--- src/rtl/core/multi_frame_association_confirm_core_defines.svh ---
// Assertion helpers shared by the core.
`ifndef MULTI_FRAME_ASSOCIATION_CONFIRM_CORE_DEFINES_SVH
`define MULTI_FRAME_ASSOCIATION_CONFIRM_CORE_DEFINES_SVH

// same-cycle implication
`define MFAC_ASSERT_NOW(lbl, a, c, msg) \
    lbl: assert property (@(posedge aclk) disable iff (!aresetn) (a) |-> (c)) \
        else $error(msg);

// next-cycle implication
`define MFAC_ASSERT_NEXT(lbl, a, c, msg) \
    lbl: assert property (@(posedge aclk) disable iff (!aresetn) (a) |=> (c)) \
        else $error(msg);

`endif

--- src/rtl/core/mfac_pkg.sv ---
`timescale 1ns / 1ps
package mfac_pkg;

    typedef struct packed {
        logic [31:0] candidate_key;
        logic [31:0] frame_number;
        logic [16:0] top_score;
        logic [16:0] next_score;
        logic        gate_ok;
        logic        target_present;
        logic [31:0] target_epoch;
        logic signed [31:0] target_tracklet;
        logic        split_merge_flag;
    } in_item_t;

    typedef struct packed {
        logic [2:0]  decision;
        logic        attached_valid;
        logic [31:0] attached_epoch;
        logic [30:0] attached_tracklet;
        logic [7:0]  hit_count;
    } out_item_t;

    localparam logic [2:0] DEC_MATCHED   = 3'd0;
    localparam logic [2:0] DEC_UNMATCHED = 3'd1;
    localparam logic [2:0] DEC_AMBIGUOUS = 3'd2;
    localparam logic [2:0] DEC_TENTATIVE = 3'd3;
    localparam logic [2:0] DEC_COOLDOWN  = 3'd4;
    localparam logic [2:0] DEC_REJECTED  = 3'd5;

    localparam logic [2:0] CFG_CONFIRM_FRAMES   = 3'd0;
    localparam logic [2:0] CFG_MISS_LIMIT       = 3'd1;
    localparam logic [2:0] CFG_COOLDOWN_LENGTH  = 3'd2;
    localparam logic [2:0] CFG_MARGIN_THRESHOLD = 3'd3;
    localparam logic [2:0] CFG_HYSTERESIS_BONUS = 3'd4;
    localparam logic [2:0] CFG_ENTRY_LIMIT      = 3'd5;

    localparam logic [7:0]  RST_CONFIRM_FRAMES   = 8'd3;
    localparam logic [7:0]  RST_MISS_LIMIT       = 8'd3;
    localparam logic [31:0] RST_COOLDOWN_LENGTH  = 32'd10;
    localparam logic [17:0] RST_MARGIN_THRESHOLD = 18'd6554;
    localparam logic [17:0] RST_HYSTERESIS_BONUS = 18'd3277;
    localparam logic [6:0]  RST_ENTRY_LIMIT      = 7'd64;

    localparam logic [16:0] SCORE_ONE = 17'd65536;

    typedef enum logic [2:0] {
        ST_IDLE,
        ST_CHECK,
        ST_SCAN,
        ST_RESOLVE,
        ST_UPDATE,
        ST_OUT
    } state_t;

    typedef struct packed {
        logic capture;
        logic scan_rd;
        logic resolve;
        logic update;
        logic out_load;
    } cmd_t;

    typedef struct packed {
        logic in_invalid;
        logic scan_done;
        logic out_free;
    } sts_t;

endpackage

--- src/rtl/core/mfac_ctrl.sv ---
`timescale 1ns / 1ps
module mfac_ctrl import mfac_pkg::*; (
    input  logic aclk,
    input  logic aresetn,
    input  logic s_valid,
    output logic s_ready,
    input  sts_t sts,
    output cmd_t cmd
);

    state_t state_reg, state_next;

    always_ff @(posedge aclk) begin
        if (!aresetn) begin
            state_reg <= ST_IDLE;
        end else begin
            state_reg <= state_next;
        end
    end

    always_comb begin
        state_next = state_reg;
        unique case (state_reg)
            ST_IDLE:    if (s_valid) state_next = ST_CHECK;
            ST_CHECK:   state_next = sts.in_invalid ? ST_RESOLVE : ST_SCAN;
            ST_SCAN:    if (sts.scan_done) state_next = ST_RESOLVE;
            ST_RESOLVE: state_next = ST_UPDATE;
            ST_UPDATE:  state_next = ST_OUT;
            ST_OUT:     if (sts.out_free) state_next = ST_IDLE;
            default:    state_next = ST_IDLE;
        endcase
    end

    always_comb begin
        cmd     = '0;
        s_ready = 1'b0;
        unique case (state_reg)
            ST_IDLE: begin
                s_ready     = 1'b1;
                cmd.capture = s_valid;
            end
            ST_SCAN:    cmd.scan_rd  = 1'b1;
            ST_RESOLVE: cmd.resolve  = 1'b1;
            ST_UPDATE:  cmd.update   = 1'b1;
            ST_OUT:     cmd.out_load = sts.out_free;
            default:    cmd          = '0;
        endcase
    end

endmodule

--- config.mk ---
export PLATFORM = sky130hd
export DESIGN_NAME = mfac_ctrl
export DESIGN_NICKNAME = d
export VERILOG_FILES = /design/src/rtl/core/multi_frame_association_confirm_core_defines.svh /design/src/rtl/core/mfac_pkg.sv /design/src/rtl/core/mfac_ctrl.sv
export SDC_FILE = /design/constraint.sdc
export NUM_CORES = 1
export LEC_CHECK = 0
export ABC_AREA = 1
export BUFFER_PORTS_ARGS = -buffer_cell sky130_fd_sc_hd__buf_2
export CAP_MARGIN = 20
export CORE_AREA = 2 2 39 41
export DETAILED_ROUTE_END_ITERATION = 16
export DIE_AREA = 0 0 41 43
export GPL_TIMING_DRIVEN = 1
export SYNTH_ARGS = -nofsm -noshare
export SYNTH_HDL_FRONTEND = slang
export SYNTH_SLANG_ARGS = --single-unit
--- constraint.sdc ---
create_clock -name aclk -period 1.8 [get_ports aclk]
set_input_delay 0.09 -clock aclk [delete_from_list [all_inputs] [get_ports aclk]]
set_output_delay 0.09 -clock aclk [all_outputs]
set_load 0.05 [all_outputs]
==> results of run 1 <==
-- power by group --
part / switching (mW) / total (mW) / internal (mW)
clock network: 0.0337 / 0.117 / 0.0830
logic: 0.117 / 0.158 / 0.0411
registers: 0.0158 / 0.0938 / 0.0780
total: 0.167 / 0.369 / 0.202
-- path summary, 6_finish.rpt --
kind	from	end	slack (ps)	depth (start not counted)
worst max-delay path	state_reg[0]$_SDFFE_PN0P_	cmd[4]	460	4
worst min-delay path	aresetn	state_reg[1]$_SDFFE_PN0P_	120	3
worst max register to register	state_reg[2]$_SDFFE_PN0P_	state_reg[0]$_SDFFE_PN0P_	800	5
worst min register to register	state_reg[2]$_SDFFE_PN0P_	state_reg[2]$_SDFFE_PN0P_	620	2
-- layout by cell type (no fill, tap or decap) --
cell type / n
a31oi_1: 1
nor2_2: 2
clkbuf_4: 3
nand3_1: 5
nor2_1: 8
buf_2: 11
dfxtp_1: 3
nor3_1: 3
clkbuf_1: 1
nand2_1: 4
a21oi_1: 1
inv_1: 10
-- cell families after synthesis --
logic type / Yosys count / share of synthesized area (%)
simple gates: 22 / 45.6
buf+inv: 11 / 21.1
flops: 3 / 28.1
compound gates: 2 / 5.26
-- worst max-delay path: stages (launching register included) --
cell and delay, ps:
dfxtp_1 340, nor2_2 180, inv_1 90, nor3_1 130, buf_2 290
-- final cells by class --
| type | instances | share of cell area (%) |
|---|---|---|
| inverters | 10 | 12.2 |
| flip-flops and latches | 3 | 19.5 |
| multi-input cells | 24 | 35.4 |
| well taps | 16 | 6.50 |
| clock buffers | 4 | 8.54 |
| repair buffers | 11 | 17.9 |
-- synth_stat cells --
| library cell | instances |
|---|---|
| inv_1 | 10 |
| nor2_1 | 8 |
| nand3_1 | 5 |
| nand2_1 | 4 |
| dfxtp_1 | 3 |
| nor3_1 | 3 |
| nor2_2 | 2 |
| a21oi_1 | 1 |
| a31oi_1 | 1 |
| buf_4 | 1 |
-- metal layers --
layer	wire, um	vias to the layer above	part of all wire, %
met2	197	11	41
met4	0	0	0
met1	237	94	49
met5	0	-	0
li1	-	142	-
met3	51	0	10
==> impl_metrics.csv, run 1 <==
group,metric,value,unit
cells_and_area,final_area,308,um^2
die,ios,12,
clocking,hold_buffers,0,
placement,port_buffers,11,
clocking,cts_setup_buffers,0,
grt,use_met3,3.14,%
grt,gr-usage-met1,8.04,%
drt,drt_iter0_markers,6,
clocking,clock-sinks,3,
sta,timing.fmax,0.744,GHz
yosys,synth.area.top_cells,"dfxtp_1 28%, inv_1 18%, nor2_1 14%, nand3_1 12%, nor3_1 7.0%",
die,start_util,15.5,%
worst_setup_path,crit_type,"flip-flop to primary output",
placement,placed_cell_area,282,um^2
clocking,cts-htree-levels,1,
die,dieHeight,43,um
clocking,cts_buffers,3,
cells_and_area,fin_cells,68,
die,dieArea,1760,um^2
drt,drc,0,
sta,fin_ws,456,ps
clocking,clock_latency,230,ps
yosys,synth-seq-area-share,28.1,%
cells_and_area,seqCellArea,60.1,um^2
worst_hold_path,hp-class,"primary input to flip-flop",
worst_setup_path,startpoint_type,"flip-flop",
power,power_density,1200,nW/um^2
grt,busiest_layer,"met1",
yosys,synth_top_area_share,28.1,%
placement,pre_cts_ws,694,ps
grt,grtUsageTotal,6.73,%
power,fin_total_pwr,0.369,mW
sta,fin_crit,1340,ps
yosys,ys.warnings.count,0,
cells_and_area,drive_gt1_share,30.8,%
clocking,clk_transition_reported_paths,40,ps
cells_and_area,nNetsFinal,59,
sta,finClkSkew,1.05,ps
cells_and_area,multi_input_area,109,um^2
die,die_w,41,um
yosys,netlist_area,214,um^2
clocking,cts_root_buf,"clkbuf_4",
placement,routabilityCongestion,0.804,
cells_and_area,largest_reg_flops,3,
yosys,synth_cell_types,10,
sta,relSlewSlack,82.7,%
worst_setup_path,cp_max_fo,5,
power,vdd_drop_max,0.000445,V
drt,first_pass_iters,4,
clocking,postCtsResizedCells,0,
sta,holdWs,119,ps
worst_setup_path,crit_path_end_kind,"primary output",
cells_and_area,postLayoutCoreUtil,22.2,%
grt,met2_usage,7.50,%
placement,dp_hpwl,402,um
die,num_rows,14,
cells_and_area,antenna_cells,0,
drt,ant_nets,0,
cells_and_area,fillCellCount,171,
outcome,status,"completed",
grt,grt_pass1_wl,724,um
power,cellLeakagePower,0.179,nW
sta,final_max_slew_viol_count,0,
grt,first_global_vias,204,
clocking,clockBufferDepth,2,
drt,vias,247,
yosys,syn_inst,38,
sta,period_share,74.6,%
drt,vias_per_cell,3.63,
sta,hold_viol_final,0,
drt,avgRoutedWirePerCell,7.15,um
grt,grt_max_degree,9,
clocking,cts_tree,"done",
worst_setup_path,cp.required,1710,ps
run,drv_cap,0,
yosys,postSynthAreaPerCell,5.63,um^2
yosys,ys_ff_latch,3,
yosys,syn_nets,44,
yosys,synth_top_cell_by_area,"dfxtp_1",
placement,place_inst,64,
sta,tightest_slew,259,ps
cells_and_area,syn_to_final_growth,43.9,%
grt,grt-ovfl-total,0,
drt,wl,486,um
sta,tns,0,ps
worst_setup_path,crit_arrival,1250,ps
grt,antenna_found_initial,0,
sta,rsz0062_at_grt,"no",
sta,setup_viol_count_final,0,
die,core,1380,um^2
Power figures use the tool's default switching activity.
==> run 2, diff against run 1 <==
--- a/config.mk
+++ b/config.mk
@@ -5,7 +5,7 @@
 export SDC_FILE = /design/constraint.sdc
 export NUM_CORES = 1
 export LEC_CHECK = 0
-export ABC_AREA = 1
+export ABC_AREA = 0
 export BUFFER_PORTS_ARGS = -buffer_cell sky130_fd_sc_hd__buf_2
 export CAP_MARGIN = 20
 export CORE_AREA = 2 2 39 41
==> constraint.sdc (replaced) <==
create_clock -name aclk -period 1.2 [get_ports aclk]
set_input_delay 0.06 -clock aclk [delete_from_list [all_inputs] [get_ports aclk]]
set_output_delay 0.06 -clock aclk [all_outputs]
set_load 0.05 [all_outputs]
==> impl_metrics.csv, run 2 <==
group,metric,value,unit
yosys,ys.flop_type,"dfxtp_1",
drt,drt_iter0_markers,0,
clocking,clockBufferDepth,2,
power,cellLeakagePower,0.154,nW
worst_setup_path,cp_max_fo,7,
cells_and_area,nNetsFinal,45,
die,num_rows,14,
sta,tightest_slew,246,ps
sta,timing.fmax,0.865,GHz
die,ios,12,
power,fin_total_pwr,0.614,mW
worst_setup_path,cp.required,1140,ps
sta,setup_viol_count_final,0,
drt,vias_per_cell,3.89,
sta,final_max_slew_viol_count,0,
placement,placed_cell_area,265,um^2
worst_setup_path,crit_path_end_kind,"primary output",
sta,finClkSkew,0.778,ps
yosys,netlist_area,186,um^2
yosys,syn_inst,24,
cells_and_area,antenna_cells,0,
yosys,ys.warnings.count,0,
drt,wl,418,um
yosys,synth_top_area_share,32.2,%
grt,grt_max_degree,9,
clocking,clock-sinks,3,
sta,fin_crit,1160,ps
placement,port_buffers,11,
yosys,synth_most_common_cell,"nor2_1",
die,start_util,13.5,%
sta,relSlewSlack,83.7,%
cells_and_area,final_common_cell,"buf_2",
sta,hold_viol_final,0,
drt,drc,0,
drt,vias,210,
drt,first_pass_iters,1,
yosys,synth_cell_types,15,
worst_setup_path,crit_buf_inv,1,
clocking,clk_transition_reported_paths,30,ps
clocking,cts_buffers,3,
worst_setup_path,startpoint_type,"flip-flop",
sta,rsz0062_at_grt,"yes",
worst_setup_path,crit_type,"flip-flop to primary output",
die,core,1380,um^2
worst_hold_path,hp-class,"primary input to flip-flop",
grt,grtUsageTotal,5.82,%
sta,fin_ws,43.9,ps
cells_and_area,drive_gt1_share,57.9,%
clocking,cts-htree-levels,1,
cells_and_area,largest_reg_flops,3,
yosys,ys_ff_latch,3,
cells_and_area,syn_to_final_growth,84.6,%
placement,pre_cts_ws,121,ps
yosys,synthTopCellsByCount,"4 x nor2_1, 3 x dfxtp_1",
power,vdd_drop_max,0.000467,V
grt,grt_pass1_wl,641,um
worst_setup_path,crit_chain,"nor3_4, and2_4, buf_8",
sta,holdWs,69.0,ps
outcome,status,"completed",
yosys,syn_nets,30,
yosys,synth.area.top_cells,"dfxtp_1 32%, nor2_1 8.1%, and2_1 6.7%, a21oi_1 5.4%, buf_2 5.4%",
yosys,synth-seq-area-share,32.2,%
drt,ant_nets,0,
yosys,postSynthAreaPerCell,7.77,um^2
run,drv_cap,0,
grt,first_global_vias,174,
grt,grt-ovfl-total,0,
grt,antenna_found_initial,0,
sta,tns,0,ps
power,power_density,1780,nW/um^2
worst_setup_path,critPathSlowestCell,"dfxtp_4",
die,dieArea,1760,um^2
yosys,synth_edf_count,0,
worst_setup_path,crit_family,"simple AND/OR/NAND/NOR gates",
worst_setup_path,crit_arrival,1100,ps
clocking,clock_latency,230,ps
cells_and_area,final_area,344,um^2
yosys,synth_top_cell_by_area,"dfxtp_1",
die,dieHeight,43,um
cells_and_area,mostFrequentLayoutCells,"6 x buf_2, 5 x clkbuf_4, 3 x nor2_1, 3 x dfxtp_4",
drt,avgRoutedWirePerCell,7.74,um
placement,dp_hpwl,339,um
sta,period_share,96.3,%
clocking,cts_root_buf,"clkbuf_4",
die,die_w,41,um
clocking,cts_tree,"done",
placement,routabilityCongestion,0.579,
worst_setup_path,critical-path-max-stage-delay,360,ps
yosys,synthArstFlopShare,0,%
[run 2: path summary, 6_finish.rpt]
| path | from | endpoint | slack (ps) | cells after the start |
|---|---|---|---|---|
| setup / recovery | state_reg[0]$_SDFFE_PN0P_ | cmd[4] | 40 | 3 |
| hold / removal | aresetn | state_reg[2]$_SDFFE_PN0P_ | 70 | 2 |
| setup reg to reg | state_reg[2]$_SDFFE_PN0P_ | state_reg[0]$_SDFFE_PN0P_ | 280 | 3 |
| hold reg to reg | state_reg[2]$_SDFFE_PN0P_ | state_reg[1]$_SDFFE_PN0P_ | 500 | 1 |
[run 2: power by group]
group / leakage, nW / switching, mW / internal [mW]
clock: 0.0150 / 0.0487 / 0.124
combinational: 0.112 / 0.158 / 0.117
sequential: 0.0267 / 0.0420 / 0.123
[run 2: per-stage QoR]
step                utilization (%)  std cells
global placement               19.2         49
floorplan                         -         24
finish                         24.9         54
global route                   24.9         54
detailed placement             19.2         49
CTS                            22.2         53
[run 2: kinds of logic (layout without fill, tap and decap cells)]
group                  Yosys count  count (layout)  share of synthesized area (%)
XOR/XNOR                         1               1                           4.70
AO/OA/AOI/OAI                    5               5                           18.8
AND/OR/NAND/NOR                 12              12                           33.6
buffers and inverters            2              16                           5.37
multiplexers                     1               1                           5.37
flip-flops                       3               3                           32.2
[run 2: what timing repair did]
| item | 4_1_cts | 5_1_grt |
|---|---|---|
| buffers inserted | 0 | 1 |
| hold endpoints to repair | 0 | 0 |
| hold buffers | 0 | 0 |
| pin swaps | 0 | 2 |
| resized for setup | 7 | 9 |
| setup endpoints to repair | 6 | 5 |
[run 2: layer usage]
| layer | vias to the layer above | part of all wire [%] | global-route usage [%] | routed length (um) |
|---|---|---|---|---|
| met2 | 5 | 56 | 8.13 | 232 |
| li1 | 110 | - | - | - |
| met3 | 0 | 9.6 | 4.71 | 40 |
| met5 | - | 0 | 0 | 0 |
| met4 | 0 | 0 | 4.00 | 0 |
| met1 | 95 | 35 | 5.47 | 145 |
[run 2: area by class of cell]
type / count / area, um^2
fillers: 166 / 1040
repair buffers: 12 / 86.3
well taps: 16 / 20.0
multi-input cells: 19 / 140
clock buffers: 4 / 26.3
flip-flops and latches: 3 / 71.3
==> run 3, diff against run 2 <==
--- a/config.mk
+++ b/config.mk
@@ -6,7 +6,7 @@
 export NUM_CORES = 1
 export LEC_CHECK = 0
 export ABC_AREA = 0
-export BUFFER_PORTS_ARGS = -buffer_cell sky130_fd_sc_hd__buf_2
+export BUFFER_PORTS_ARGS = -buffer_cell sky130_fd_sc_hd__clkbuf_2
 export CAP_MARGIN = 20
 export CORE_AREA = 2 2 39 41
 export DETAILED_ROUTE_END_ITERATION = 16
==> impl_metrics.csv, run 3 (synthesis results as in run 2) <==
group,metric,value,unit
outcome,status,"completed",
power,p_sw_share,41.1,%
drt,avgRoutedWirePerCell,7.96,um
drt,first_pass_iters,2,
sta,hold_viol_final,0,
clocking,clock-sinks,3,
sta,rsz0062_at_grt,"yes",
placement,routabilityCongestion,0.594,
die,ios,12,
drt,drc,0,
clocking,clk_transition_reported_paths,40,ps
cells_and_area,antenna_cells,0,
cells_and_area,postLayoutCoreUtil,23.5,%
cells_and_area,drive_gt1_share,51.4,%
power,power_density,1840,nW/um^2
clocking,clock_latency,230,ps
die,start_util,13.5,%
power,vdd_drop_max,0.000349,V
cells_and_area,final_common_cell,"clkbuf_2",
run,drv_cap,0,
worst_setup_path,reg2reg_from,"state_reg[2]$_SDFFE_PN0P_",
die,dieHeight,43,um
grt,grtUsageTotal,6.12,%
sta,tightest_slew,248,ps
sta,fin_ws,58.5,ps
cells_and_area,mostFrequentLayoutCells,"5 x clkbuf_2, 4 x nor2_1, 4 x clkbuf_4",
clocking,hold_buffers,0,
power,cellLeakagePower,0.148,nW
power,clkPwrFrac,29.4,%
die,dieArea,1760,um^2
power,p_sw,0.246,mW
power,p_comb_share,43.4,%
worst_setup_path,crit_arrival,1080,ps
sta,period_share,95.1,%
sta,holdWs,63.6,ps
power,intPower,0.352,mW
worst_hold_path,hold_path.startpoint,"aresetn",
sta,setup_viol_count_final,0,
sta,relSlewSlack,83.6,%
worst_setup_path,cp_max_fo,8,
grt,first_global_vias,194,
clocking,cts_tree,"done",
sta,tns,0,ps
drt,wl,422,um
placement,port_buffers,11,
drt,drt_iter0_markers,4,
worst_setup_path,crit_path_end_kind,"primary output",
die,num_rows,14,
cells_and_area,largest_reg_flops,3,
grt,antenna_found_initial,0,
clocking,cts_setup_buffers,0,
cells_and_area,fillCellCount,167,
sta,finClkSkew,1.05,ps
power,seq_power_share,27.2,%
worst_setup_path,crit_type,"flip-flop to primary output",
placement,pre_cts_ws,117,ps
sta,fin_crit,1140,ps
sta,final_max_slew_viol_count,0,
drt,ant_nets,0,
die,core,1380,um^2
clocking,clockBufferDepth,2,
clocking,cts_root_buf,"clkbuf_4",
cells_and_area,syn_to_final_growth,74.5,%
grt,grt-ovfl-total,0,
drt,vias_per_cell,3.85,
worst_setup_path,startpoint_type,"flip-flop",
grt,grt_pass1_wl,690,um
worst_setup_path,cp.required,1140,ps
worst_setup_path,crit_start,"state_reg[0]$_SDFFE_PN0P_",
die,die_w,41,um
worst_hold_path,hp-class,"primary input to flip-flop",
cells_and_area,nNetsFinal,44,
clocking,cts_buffers,3,
sta,timing.fmax,0.876,GHz
drt,vias,204,
grt,grt_max_degree,9,
placement,dp_hpwl,344,um
clocking,cts-htree-levels,1,
[run 3: changes by cell type in the layout (fill, tap and decap cells not counted), sizes merged]
cell | before | now
buf | 10 | 5
clkbuf | 6 | 10
[run 3: critical path, stage by stage (launching register included)]
cell     delay, ps
dfxtp_4        370
nor3_4         190
and2_4         160
buf_8          130
[run 3: repair_timing]
item	in CTS	in global routing
endpoints found under the setup margin	6	6
gates resized for setup	8	10
endpoints found under the hold margin	0	0
pin swaps	0	2
[run 3: metal layers]
metal	routed length, um	track usage (%)
met5	0	0
met3	38	3.14
met2	233	8.44
met1	150	6.11
met4	0	6.00
[run 3: metrics by stage]
step                      instances  power (mW)  instance area [um^2]
after floorplan                  24       0.357                   200
after global placement           49       0.396                   265
after detailed placement         49       0.397                   265
after CTS                        53       0.603                   312
after global routing             53       0.639                   325
final                            53       0.598                   325
[run 3: area by class of cell]
| type | count | area (um^2) | area share, % |
|---|---|---|---|
| repair buffers | 11 | 82.6 | 25.4 |
| clock buffers | 4 | 26.3 | 8.08 |
| multi-input cells | 19 | 130 | 40.0 |
| flip-flops and latches | 3 | 66.3 | 20.4 |
| well taps | 16 | 20.0 | 6.15 |
[run 3: worst paths after layout]
path                               endpoint  slack (ps)  cells after the start
setup / recovery                     cmd[4]          60                      3
hold / removal    state_reg[2]$_SDFFE_PN0P_          60                      2
setup reg to reg  state_reg[0]$_SDFFE_PN0P_         280                      3
hold reg to reg   state_reg[1]$_SDFFE_PN0P_         520                      1
[run 3: power by group through the flow]
stage,Sequential [mW],Clock [mW],Combinational [mW]
floorplan,0.125,0,0.231
global placement,0.159,0,0.237
detailed placement,0.161,0,0.237
CTS,0.163,0.188,0.252
global route,0.169,0.192,0.278
finish,0.163,0.176,0.259
